$ cat src/hdl/spqd_pkg.sv
// Package for the stable priority queue with duplicate rejection.
// Holds default sizes, result status codes, level bounds and the
// control and flag structs shared by the top level and the compare unit.
package spqd_pkg;

    localparam int QUEUE_DEPTH_DEF = 64;
    localparam int KEY_BITS_DEF    = 64;
    localparam int TAG_BITS_DEF    = 32;

    localparam logic [1:0] ST_OK    = 2'd0;
    localparam logic [1:0] ST_DUP   = 2'd1;
    localparam logic [1:0] ST_FULL  = 2'd2;
    localparam logic [1:0] ST_EMPTY = 2'd3;

    localparam logic CMD_INSERT = 1'b0;
    localparam logic CMD_POP    = 1'b1;

    localparam logic [2:0] LEVEL_MOST  = 3'd1;
    localparam logic [2:0] LEVEL_LEAST = 3'd3;

    typedef struct packed {
        logic clear;
        logic enable;
    } t_cmp_ctrl;

    typedef struct packed {
        logic dup;
        logic found;
    } t_cmp_flags;

endpackage

$ cat src/hdl/spqd_cmp.sv
// Compare unit for the insert scan: checks each scanned entry for an equal key and finds
// the first entry of a less urgent level. Depends on spqd_pkg for its structs.
module spqd_cmp #(
    parameter int KEY_BITS = 64,
    parameter int CW       = 7
) (
    input  logic                   i_clk,
    input  logic                   i_rst_n,
    input  spqd_pkg::t_cmp_ctrl    i_ctrl,
    input  logic [CW-1:0]          i_idx,
    input  logic [KEY_BITS-1:0]    i_ent_key,
    input  logic [1:0]             i_ent_level,
    input  logic [KEY_BITS-1:0]    i_new_key,
    input  logic [1:0]             i_new_level,
    output spqd_pkg::t_cmp_flags   o_flags,
    output logic [CW-1:0]          o_pos
);

    spqd_pkg::t_cmp_flags r_flags;
    logic [CW-1:0]        r_pos;

    always_ff @(posedge i_clk) begin
        if (!i_rst_n || i_ctrl.clear) begin
            r_flags <= '0;
        end else if (i_ctrl.enable) begin
            if (i_ent_key == i_new_key) begin
                r_flags.dup <= 1'b1;
            end
            if (!r_flags.found && (i_ent_level > i_new_level)) begin
                r_flags.found <= 1'b1;
            end
        end
    end

    always_ff @(posedge i_clk) begin
        if (i_ctrl.enable && !r_flags.found && (i_ent_level > i_new_level)) begin
            r_pos <= i_idx;
        end
    end

    assign o_flags = r_flags;
    assign o_pos   = r_pos;

endmodule

$ cat config.mk
export PLATFORM = sky130hd
export DESIGN_NAME = spqd_cmp
export DESIGN_NICKNAME = d
export VERILOG_FILES = /design/src/hdl/spqd_pkg.sv /design/src/hdl/spqd_cmp.sv
export SDC_FILE = /design/constraint.sdc
export NUM_CORES = 1
export LEC_CHECK = 0
export BUFFER_PORTS_ARGS = -buffer_cell sky130_fd_sc_hd__buf_2
export CORE_AREA = 4 4 63 65
export DETAILED_ROUTE_END_ITERATION = 12
export DIE_AREA = 0 0 67 69
export PLACE_DENSITY = 0.87
export SLEW_MARGIN = 20
export SYNTH_ARGS = -nofsm -noshare
export SYNTH_HDL_FRONTEND = slang
export SYNTH_SLANG_ARGS = --single-unit
$ cat constraint.sdc
create_clock -name i_clk -period 4.9 [get_ports i_clk]
set_input_delay 0.98 -clock i_clk [delete_from_list [all_inputs] [get_ports i_clk]]
set_output_delay 0.98 -clock i_clk [all_outputs]
set_load 0.01 [all_outputs]
After elaboration in Yosys (flattened, before gate mapping)
Cells that the tools add are included.
{"block": "totals", "reg_bits": 9}
{"block": "op_classes", "eq_ne": 1, "order_cmp": 1, "reduce_logical": 8}
{"op": "== test 64 bit", "n": 1}
{"op": "AND reduction 2 bit", "n": 2}
{"op": "logical AND 1 bit", "n": 3}
{"op": "greater-than comparator 2 bit", "n": 1}
{"op": "zero test 1 bit", "n": 2}
{"op": "logical OR 1 bit", "n": 1}

Depth between registers and ports, before layout
Gate-level depths: netlist of run 1.
{"block": "logic_depth", "depth_word": 3, "ltp_mapped": 6, "mapped_depth_nobuf": 6}

Least setup slack after synthesis of run 1
No wires, ideal clock.
{"block": "synth_timing", "path_kind": "in2reg", "from": "input i_new_level[1]", "to": "register r_pos[0], in the netlist o_pos[0], enable pin", "arrival_ns": 2.735, "t_required_ns": 4.482, "setup_ns": 0.418, "cell_stages": 4, "slack_ns": 1.747, "path_cell_list": "inv_1 ha_1 a21oi_1 a2111oi_0"}
{"block": "synth_between", "elab_chain_cells": 2}
{"item": "from (decl)", "line_no": "spqd_cmp.sv:14", "source": "input logic [1:0] i_new_level,"}
{"item": "greater-than comparator 2 bit", "line_no": "spqd_cmp.sv:36", "source": "if (i_ctrl.enable && !r_flags.found && (i_ent_level > i_new_level)) begin"}
{"item": "logical AND 1 bit", "line_no": "spqd_cmp.sv:36"}
{"item": "to (signal assigned)", "line_no": "spqd_cmp.sv:37", "source": "r_pos <= i_idx;"}
{"item": "to (decl)", "line_no": "spqd_cmp.sv:20", "source": "logic [CW-1:0] r_pos;"}
No other way between the ends.
A chain may end at the register's enable or synchronous reset.

Worst setup path in the final report of run 1
{"block": "layout_timing", "from": "input i_ent_key[22]", "to": "register r_flags (netlist bit o_flags[1])"}
{"block": "layout_between", "elab_chain_cells": 2}
{"item": "from (decl)", "line_no": "spqd_cmp.sv:11", "source": "input logic [KEY_BITS-1:0] i_ent_key,"}
{"item": "== test 64 bit", "line_no": "spqd_cmp.sv:26", "source": "if (i_ent_key == i_new_key) begin"}
{"item": "AND reduction 2 bit (no line)"}
{"item": "to (decl)", "line_no": "spqd_cmp.sv:19", "source": "spqd_pkg::t_cmp_flags r_flags;"}
No other way between the ends.

==> results of run 1 <==
-- synth_stat cells, drive strengths merged, types with 2 or more instances --
cell	count
xnor2	37
xor2	14
inv	11
nand4	11
nor2b	10
edfxtp	7
nor4	6
nand2b	5
a21oi	3
a2111o	2
a2111oi	2
dfxtp	2
ha	2
o2111ai	2
-- worst min-delay path, delay by kind of cell, from the launching register on --
kind             cells  cell delay, ps
AO/OA/AOI/OAI        1              50
flip-flops           1             300
AND/OR/NAND/NOR      1              50
-- logic make-up after synthesis --
group	count (synthesis)	share of synthesized area, %
simple gates	37	21.1
buf+inv	11	3.78
flops	9	22.9
xor+xnor	51	40.8
fa+ha+maj	2	2.29
compound gates	13	9.15
-- sequential cells by signal, indices dropped and copies added, names as in the netlist --
signal and cells:
o_flags 2, o_pos 7
-- how the worst max path moves through the flow --
stage               slack [ps]  depth (start not counted)                      end            from
finish                    2720                          6  o_flags[1]$_SDFFE_PP0P_   i_ent_key[22]
detailed placement        2440                          6  o_flags[1]$_SDFFE_PP0P_   i_ent_key[22]
global placement          2490                          6  o_flags[1]$_SDFFE_PP0P_   i_ent_key[22]
CTS                       2710                          6  o_flags[1]$_SDFFE_PP0P_   i_ent_key[22]
floorplan                 1750                          4       o_pos[0]$_DFFE_PP_  i_new_level[1]
global route              2610                          6  o_flags[1]$_SDFFE_PP0P_   i_ent_key[22]
-- metrics by stage --
stage | hold WS, ps | cells | instance area (um^2) | util, % | power, mW
3_3_place_gp | 437 | 321 | 1920 | 57.4 | 0.215
3_5_place_dp | 442 | 321 | 1920 | 57.4 | 0.219
4_1_cts | 449 | 325 | 1940 | 58.2 | 0.272
2_1_floorplan | 470 | 123 | 1090 | - | 0.144
6_report | 444 | 325 | 1940 | 58.2 | 0.269
5_1_grt | 476 | 325 | 1940 | 58.2 | 0.292
-- power breakdown --
part | switching (mW) | internal [mW]
clock | 0.0223 | 0.0311
combinational | 0.0498 | 0.0782
sequential | 0.000796 | 0.0871
total | 0.0729 | 0.196
-- per-layer routing --
metal / wire length (um) / part of all wire, %
met1: 1180 / 31
met2: 2100 / 55
met3: 541 / 14
met4: 23 / 0.60
met5: 0 / 0
-- cell type report --
type	instances	area [um^2]	share of cell area (%)
multi-input combinational	103	803	41.4
timing repair buffer	152	763	39.3
sequential	9	250	12.9
tap	46	57.6	2.96
inverter	11	41.3	2.13
clock buffer	4	26.3	1.35
==> key figures, run 1 <==
Logic synthesis
  – Area share of the largest cell type after synthesis: 29.6%
  – Post-synthesis sequential area ratio: a little under a quarter
  – Synth unique cells: 23
  – Syn nets: 268
  – Synth warn: 0
  – Syn_area_per_cell: 8.89 um^2
  – Top FF cell, synth: edfxtp_1
  – Post-synth top area cell: xnor2_1
  – Cells after Synth: about 120
  – Largest cells by area after synthesis: xnor2_1 30%, edfxtp_1 19%, xor2_1 11%
  – EDFF count, synth: 7
  – FFs w/ async S/R, synth: 0%
  – Post-synthesis cell area: 1090 um^2
  – FF+latch count, synth: 9

GRT
  – Met2 Usage GRT: 31.6%
  – Grt total ovfl: 0
  – Met1 Usage GRT: ~15%
  – Top Usage Layer GRT: met2
  – First-pass GRT wire length: 5800 um
  – Grt met3 use: 4.38%
  – Vias in the first global route: roughly 1.4k
  – Largest net degree at the start of global routing: 9
  – Gr usage total: between 15 and 20%
  – Initial antenna violation count: 0

Clock network
  – Clk root buf: clkbuf_4
  – CTS Sinks: 9
  – CTS buffer count: 3
  – Cts hold-fix bufs: 0
  – CTS tree: done
  – Post-CTS setup buffer count: 0
  – Worst skew pair latency: ~250 ps
  – Post-CTS Resized: 0
  – Clock slew at reported path FFs: roughly 60 ps
  – Worst-case clock buffer depth: 2
  – H-tree depth: 1

Timing
  – Period utilization: roughly 44%
  – Setup TNS: 0 ps
  – Relative slew slack: between 60% and 70%
  – Max Clock Skew: around 2.9 ps
  – # setup viols final: 0
  – Worst-margin pin slew: about 460 ps
  – Final Hold Fails: 0
  – Max Clock Freq: 459 MHz
  – Final worst slack: 2720 ps
  – Minimum clock period: around 2200 ps
  – Final Slew Violations: 0
  – RSZ-0062 raised after global routing: no

Worst setup path
  – Worst-path cell chain: buf_2, nor2b_1, a2111o_1, nor4_1, nand4_1, o21ai_1
  – Worst path arrival time: 2360 ps
  – Crit-path max FO: 2
  – FF-to-FF path depth: 2
  – Crit Path Class: input pin to flip-flop
  – Reg2Reg Setup Slack: 3810 ps
  – Worst path max stage delay: approximately 440 ps
  – Required time of the critical path: around 5000 ps
  – Startpoint types: input pin
  – Critical path endpoint category: flip-flop
  – Crit Reg-Reg Endpoint: o_pos[0]$_DFFE_PP_
  – Crit-path leading delay family: simple AND/OR/NAND/NOR gates
  – Worst R2R Start: o_flags[0]$_SDFFE_PP0P_
  – CP Buf/Inv Count: 1
  – CP max-delay cell: nor4_1

Power
  – VDD IR-drop max: roughly 0.049 mV
  – PwrDens: 139 nW/um^2
  – Leak: a little under 1 nW

Finish
  – Post-layout net count: 425
  – Commonest non-fill, non-tap cell in the layout: buf_2
  – Share of cells above drive strength 1: 55.9%
  – Number of fill cells: roughly 310
  – Most frequent cells in the layout: 151 x buf_2, 37 x xnor2_1, 14 x xor2_1
  – Ant. Diodes: 0
  – Synthesis-to-finish area growth: 77.6%

Hold path
  – Worst hold path class: flip-flop to flip-flop
  – Hold path startpoint: o_flags[1]$_SDFFE_PP0P_
  – Hold Path End: o_flags[1]$_SDFFE_PP0P_
  – Hold path cells: 2

Routing
  – Vias: roughly 1.5k
  – First DRT Iteration DRCs: 28
  – DR pass1 iterations: 4
  – Post-Route WL: roughly 3800 um
  – DRC viols: 0
  – Routed WL per cell: 11.8 um
  – Routed vias/inst: about 4.5
  – Post-DRT Antenna Nets: 0

Die
  – Die area: roughly 4600 um^2
  – Std cell rows: 21
  – Die height: a little under 70 um
  – Core Box Area: 3340 um^2
  – Initial core utilization: 32.8%
  – IO Count: around 150
  – Die Span X: about 67 um

Placed design
  – Pre-CTS setup slack: roughly 2400 ps
  – Hpwl dp: 3720 um
  – GP Congestion: 0.775
  – I/O Buffers: around 150

Flow run
  – Max cap viols: 0

Status
  – Status: completed
(Power assumes the default switching activity.)
==> inputs of run 2 (changes only) <==
Settings changed: CORE_AREA 4 4 63 65 to 4 4 68 70, DIE_AREA 0 0 67 69 to 0 0 72 74, PLACE_DENSITY 0.87 to 0.79.
Clock period 4.9 ns to 1.86 ns, I/O delays scaled along.
==> run 2 against run 1 <==
Critical path depth is the same. Die area grew 15%. Largest cell class unchanged. Sequential power grew to 2.7 times the previous value. Largest power group unchanged. Critical endpoint is now o_pos[0]$_DFFE_PP_.
==> key figures, run 2 (synthesis gave the netlist of run 1 again) <==
Finish
  – Ant. Diodes: 0 (unchanged)
  – Max reg flops: 7 (unchanged)
  – Core occupancy in the finished layout: 49.6% (was 58.2%)
  – Most frequent cells in the layout: 151 x buf_2, 37 x xnor2_1, 14 x xor2_1 (unchanged)
  – Post-layout net count: 425 (unchanged)
  – Synthesis-to-finish area growth: 80.2% (was 77.6%)
  – Share of cells above drive strength 1: 56.3% (was 55.9%)
  – Commonest non-fill, non-tap cell in the layout: buf_2 (unchanged)
  – Non-Filler Instances: 329 (was 325)

Die
  – Std cell rows: 23 (was 21)
  – Die Span X: 72 um (was 67 um)
  – Initial core utilization: 27.5% (was 32.8%)
  – Die area: 5330 um^2 (was 4620 um^2)
  – Die height: 74 um (was 69 um)
  – Core Box Area: 3970 um^2 (was 3340 um^2)
  – IO Count: 152 (unchanged)

Clock network
  – Worst-case clock buffer depth: 2 (unchanged)
  – H-tree depth: 1 (unchanged)
  – Post-CTS Resized: 0 (unchanged)
  – Worst skew pair latency: 230 ps (was 250 ps)
  – CTS buffer count: 3 (unchanged)
  – CTS tree: done (unchanged)
  – Cts hold-fix bufs: 0 (unchanged)
  – Post-CTS setup buffer count: 0 (unchanged)
  – Clock slew at reported path FFs: 40 ps (was 60 ps)
  – Clk root buf: clkbuf_8 (was clkbuf_4)
  – CTS Sinks: 9 (unchanged)

Routing
  – Routed WL per cell: 12.3 um (was 11.8 um)
  – DRC viols: 0 (unchanged)
  – Routed vias/inst: 4.42 (was 4.47)
  – Vias: 1453 (was 1454)
  – DR pass1 iterations: 4 (unchanged)
  – Post-Route WL: 4040 um (was 3840 um)
  – First DRT Iteration DRCs: 15 (was 28)
  – Post-DRT Antenna Nets: 0 (unchanged)

Worst setup path
  – Startpoint types: input pin (unchanged)
  – CP max-delay cell: a2111oi_2 (was nor4_1)
  – CP Buf/Inv Count: 3 (was 1)
  – Required time of the critical path: 1790 ps (was 5090 ps)
  – Worst-path cell chain: buf_2, inv_1, ha_1, a21oi_1, a2111oi_2, buf_4 (was buf_2, nor2b_1, a2111o_1, nor4_1, nand4_1, o21ai_1)
  – Worst path arrival time: 1430 ps (was 2360 ps)
  – Crit-path leading delay family: compound AO/OA/AOI/OAI gates (was simple AND/OR/NAND/NOR gates)
  – Reg2Reg Setup Slack: 820 ps (was 3810 ps)
  – Crit Path Class: input pin to flip-flop (unchanged)
  – Crit-path max FO: 8 (was 2)
  – Worst path max stage delay: 330 ps (was 440 ps)
  – Critical path endpoint category: flip-flop (unchanged)

Power
  – PwrDens: 402 nW/um^2 (was 139 nW/um^2)
  – Leak: 0.987 nW (was 0.978 nW)
  – VDD IR-drop max: 0.138 mV (was 0.0488 mV)
  – Total power draw: 0.792 mW (was 0.269 mW)

GRT
  – First-pass GRT wire length: 6070 um (was 5800 um)
  – Gr usage total: 14.2% (was 15.7%)
  – Largest net degree at the start of global routing: 9 (unchanged)
  – Grt total ovfl: 0 (unchanged)
  – Initial antenna violation count: 1 (was 0)
  – Vias in the first global route: 1493 (was 1439)

Timing
  – Max Clock Freq: ~670 MHz
  – Final Slew Violations: 0 (unchanged)
  – Final worst slack: 365 ps (was 2720 ps)
  – Relative slew slack: 73.4% (was 69.2%)
  – Final Hold Fails: 0 (unchanged)
  – Minimum clock period: 1500 ps
  – RSZ-0062 raised after global routing: no (unchanged)
  – Worst-margin pin slew: 389 ps (was 458 ps)
  – Period utilization: between 80% and 90%
  – Max Clock Skew: 0.617 ps (was 2.86 ps)
  – # setup viols final: 0 (unchanged)
  – Setup TNS: 0 ps (unchanged)

Placed design
  – Pre-CTS setup slack: 109 ps (was 2440 ps)
  – GP Congestion: 0.796 (was 0.775)
  – Cells after DPL: 325 (was 321)
  – Hpwl dp: 3910 um (was 3720 um)
  – I/O Buffers: 151 (unchanged)

Hold path
  – Worst hold path class: input pin to flip-flop (was flip-flop to flip-flop)

Status
  – Status: completed (unchanged)

Flow run
  – Max cap viols: 0 (unchanged)
## run 2: changes by cell type in the layout (fill, tap and decap cells not counted)
cell and change:
a2111oi_2 +1, clkbuf_8 +3, a2111oi_1 -1, clkbuf_4 -3
## run 2: worst paths after layout
check,endpoint,start,cells after the start
hold / removal,o_pos[1]$_DFFE_PP_,i_idx[1],1
hold reg to reg,o_flags[1]$_SDFFE_PP0P_,o_flags[1]$_SDFFE_PP0P_,2
setup reg to reg,o_pos[0]$_DFFE_PP_,o_flags[0]$_SDFFE_PP0P_,2
setup / recovery,o_pos[0]$_DFFE_PP_,i_new_level[1],6
## run 2: area by class of cell
cell class / instances / area (um^2)
Sequential cell: 9 / 250
Fill cell: 398 / 2000
Tap cell: 50 / 62.6
Timing Repair Buffer: 152 / 763
Inverter: 11 / 41.3
Multi-Input combinational cell: 103 / 808
Clock buffer: 4 / 45.0
## run 2: metal layers
| layer | part of all wire [%] | vias to the layer above | GRT usage, % |
|---|---|---|---|
| met1 | 34 | 620 | 14.7 |
| li1 | - | 743 | - |
| met5 | 0.32 | - | 0 |
| met2 | 54 | 82 | 27.7 |
| met3 | 11 | 6 | 3.11 |
| met4 | 1.1 | 2 | 5.43 |
## run 2: stage by stage
step,hold slack (ps),instance area (um^2)
after global placement,439,1930
after floorplan,470,1100
after CTS,313,1970
after global routing,311,1970
after detailed placement,441,1930
final,319,1970
## run 2: power by group
part,total [mW],internal (mW),switching [mW]
Combinational,0.341,0.208,0.134
Clock,0.218,0.149,0.0690
Sequential,0.233,0.230,0.00306
Total,0.792,0.587,0.206
## run 2: worst register-to-register path: stages, from the launching register on
cell and delay, ps:
dfxtp_1 320, a2111oi_2 210, buf_4 220
==> inputs of run 3 (changes only) <==
Settings changed: ABC_AREA set to 1, CORE_AREA 4 4 68 70 to 4 4 69 71, DIE_AREA 0 0 72 74 to 0 0 73 75, PLACE_DENSITY 0.79 to 0.82.
Clock period 1.86 ns to 1.4 ns, I/O delays scaled along.
==> run 3 against run 2 <==
Register-to-register slack got worse by 370 ps. Worst hold slack got worse by 95 ps. Combinational power rose by 44%. Sequential power rose by 33%. Via count rose by 39%. Design area rose by 15%. Synthesized area rose by 28%. Clock power rose by 35%. Worst setup slack got worse by 270 ps. Wire length rose by 13%. Clock skew barely moved. First-iteration DRC count rose to 3.2 times the previous value. Largest cell class unchanged.
==> key figures, run 3 <==
Power
  – VDD IR-drop max: 0.318 mV (was 0.138 mV)
  – Combinational share of power: 44.8% (was 43.1%)
  – Seq pwr share: 28.3% (was 29.5%)
  – Total power draw: 1.09 mW (was 0.792 mW)
  – Sw Share: 30.2% (was 25.9%)
  – Net switching power: 0.330 mW (was 0.206 mW)
  – Int Power: 0.762 mW (was 0.587 mW)
  – PwrDens: 480 nW/um^2 (was 402 nW/um^2)
  – Clk pwr share: 26.9% (was 27.5%)
  – Leak: 1.48 nW (was 0.987 nW)

Clock network
  – CTS tree: done (unchanged)
  – Clk root buf: clkbuf_8 (unchanged)
  – H-tree depth: 1 (unchanged)
  – CTS buffer count: 3 (unchanged)
  – Post-CTS setup buffer count: 0 (unchanged)
  – Clock slew at reported path FFs: 40 ps (about the same)
  – Worst-case clock buffer depth: 2 (unchanged)
  – CTS Sinks: 9 (unchanged)
  – Worst skew pair latency: 230 ps (about the same)

Status
  – Status: completed (unchanged)

Timing
  – Relative slew slack: 88.0% (was 73.4%)
  – Period utilization: 92.9%
  – Setup TNS: 0 ps (unchanged)
  – # setup viols final: 0 (unchanged)
  – RSZ-0062 raised after global routing: no (unchanged)
  – Worst-margin pin slew: 179 ps (was 389 ps)
  – Max Clock Freq: approximately 770 MHz
  – Max Clock Skew: 0.315 ps (was 0.617 ps)
  – Final Slew Violations: 0 (unchanged)
  – Final Hold Fails: 0 (unchanged)
  – Minimum clock period: between 1000 and 1500 ps

Placed design
  – Placed Area: 2220 um^2 (was 1930 um^2)
  – GP Congestion: 0.753 (was 0.796)
  – I/O Buffers: 151 (unchanged)
  – Hpwl dp: 4220 um (was 3910 um)

Logic synthesis
  – Compound-Gate Fraction of Synth Area: 8.68% (was 9.15%)
  – Synth warn: 0 (unchanged)
  – Top FF cell, synth: edfxtp_1 (unchanged)
  – Synth unique cells: 15 (was 23)
  – Largest cells by area after synthesis: nand2_1 24%, inv_1 17%, edfxtp_1 15% (was xnor2_1 30%, edfxtp_1 19%, xor2_1 11%)
  – EDFF count, synth: 7 (unchanged)
  – Most common cell in the netlist: nand2_1 (was xnor2_1)
  – Simple-Gate Fraction of Synth Area: 40.4% (was 21.1%)
  – FFs w/ async S/R, synth: 0% (unchanged)
  – Syn_area_per_cell: 5.20 um^2 (was 8.89 um^2)
  – Cells after Synth: 269 (was 123)
  – Mux cell area share after synthesis: 0% (unchanged)
  – FF+latch count, synth: 9 (unchanged)
  – Main combinational cell family by area after synthesis: simple AND/OR/NAND/NOR gates (was XOR/XNOR gates)
  – Top post-synthesis cells by count: 88 x nand2_1, 65 x inv_1, 54 x nor2_1 (was 37 x xnor2_1, 14 x xor2_1, 11 x inv_1, 11 x nand4_1, 10 x nor2b_1)
  – Adder-cell share of the synthesized area: 1.79% (was 2.29%)
  – Post-synth top area cell: nand2_1 (was xnor2_1)
  – Area share of the largest cell type after synthesis: 23.6% (was 29.6%)
  – Post-synthesis sequential area ratio: 17.9% (was 22.9%)
  – Post-synthesis cell area: 1400 um^2 (was 1090 um^2)
  – XOR/XNOR share of the synthesized area: 13.8% (was 40.8%)
  – Syn nets: 414 (was 268)

Worst setup path
  – Critical path endpoint category: flip-flop (unchanged)
  – Crit-path max FO: 7 (was 8)
  – Startpoint types: input pin (unchanged)
  – Required time of the critical path: 1330 ps (was 1790 ps)
  – Crit Path Class: input pin to flip-flop (unchanged)
  – Worst path arrival time: 1230 ps (was 1430 ps)

Finish
  – Most frequent cells in the layout: 151 x buf_2, 88 x nand2_1, 64 x inv_1 (was 151 x buf_2, 37 x xnor2_1, 14 x xor2_1)
  – Commonest non-fill, non-tap cell in the layout: buf_2 (unchanged)
  – Share of cells above drive strength 1: 37.0% (was 56.3%)
  – Max reg flops: 7 (unchanged)
  – Post-layout net count: 570 (was 425)
  – Design area: 2280 um^2 (was 1970 um^2)
  – Synthesis-to-finish area growth: 62.8% (was 80.2%)
  – Ant. Diodes: 0 (unchanged)

Hold path
  – Worst hold path class: input pin to flip-flop (unchanged)

Routing
  – Post-Route WL: 4570 um (was 4040 um)
  – First DRT Iteration DRCs: 48 (was 15)
  – DR pass1 iterations: 4 (unchanged)
  – Vias: 2025 (was 1453)
  – Post-DRT Antenna Nets: 0 (unchanged)
  – DRC viols: 0 (unchanged)
  – Routed vias/inst: 4.25 (was 4.42)
  – Routed WL per cell: 9.59 um (was 12.3 um)

GRT
  – Grt total ovfl: 0 (unchanged)
  – Largest net degree at the start of global routing: 8 (was 9)
  – Initial antenna violation count: 0 (was 1)
  – Gr usage total: 14.9% (was 14.2%)
  – Vias in the first global route: 1897 (was 1493)
  – First-pass GRT wire length: 6670 um (was 6070 um)

Flow run
  – Max cap viols: 0 (unchanged)

Die
  – Die height: 75 um (was 74 um)
  – Core Box Area: 4230 um^2 (was 3970 um^2)
  – IO Count: 152 (unchanged)
  – Die area: 5480 um^2 (was 5330 um^2)
  – Initial core utilization: 33.0% (was 27.5%)
  – Std cell rows: 24 (was 23)
  – Die Span X: 73 um (was 72 um)
## run 3: changes by cell type after synthesis, sizes merged, moves of 3 or more
cell and delta:
nand2 +87, inv +54, nor2 +53, xnor2 -32, o21ai +18, nand4 -10
nor2b -10, nor4 -6, nand2b -5, nand3 +4, xor2 +3
## run 3: routing by layer
metal	GRT usage, %	share of wire, %
met1	14.0	34
met2	32.6	53
met3	3.07	13
met4	2.46	0.35
met5	0	0
## run 3: logic make-up (layout without fill, tap and decap cells)
family                   count (synthesis)  in the layout
AND/OR/NAND/NOR                        148            148
adder cells (fa/ha/maj)                  2              2
buffers and inverters                   65            220
XOR/XNOR                                22             22
flip-flops                               9              9
AO/OA/AOI/OAI                           23             23
## run 3: layout make-up
cell class | count | area [um^2]
flip-flops and latches | 9 | 250
clock buffers | 4 | 45.0
multi-input cells | 195 | 916
inverters | 65 | 244
repair buffers | 151 | 756
fillers | 420 | 1960
well taps | 52 | 65.1
## run 3: path summary, 6_finish.rpt
| check | startpoint | endpoint | slack (ps) | cells after the start |
|---|---|---|---|---|
| setup / recovery | i_new_level[1] | o_pos[4]$_DFFE_PP_ | 100 | 9 |
| hold reg to reg | o_flags[1]$_SDFFE_PP0P_ | o_flags[1]$_SDFFE_PP0P_ | 470 | 2 |
| setup reg to reg | o_flags[0]$_SDFFE_PP0P_ | o_pos[4]$_DFFE_PP_ | 450 | 3 |
| hold / removal | i_idx[5] | o_pos[5]$_DFFE_PP_ | 220 | 1 |
## run 3: through the flow
step | std cells | hold WS (ps) | setup slack [ps] | util [%]
CTS | 476 | 222 | 12.6 | 53.5
global placement | 472 | 446 | -142 | 52.4
floorplan | 269 | 379 | 3.51 | -
detailed placement | 472 | 459 | -213 | 52.4
finish | 476 | 225 | 99.1 | 53.8
global route | 476 | 223 | 11.5 | 53.8
## run 3: power by group through the flow
stage,sequential (mW),combinational [mW],clock (mW)
after detailed placement,0.314,0.488,0
after floorplan,0.321,0.212,0
after CTS,0.309,0.492,0.299
final,0.309,0.490,0.294
after global routing,0.310,0.562,0.311
after global placement,0.313,0.473,0
## run 3: what timing repair did
action / CTS / global route
hold buffers: 0 / 0
resized for setup: 0 / 2
setup endpoints to repair: 0 / 7
## run 3: worst max-delay path, cell delays in order
cell,delay [ps]
buf_2,80
inv_1,50
ha_4,260
inv_1,30
nor2_1,80
nor2_1,50
a21oi_1,120
nand3_1,130
inv_2,150
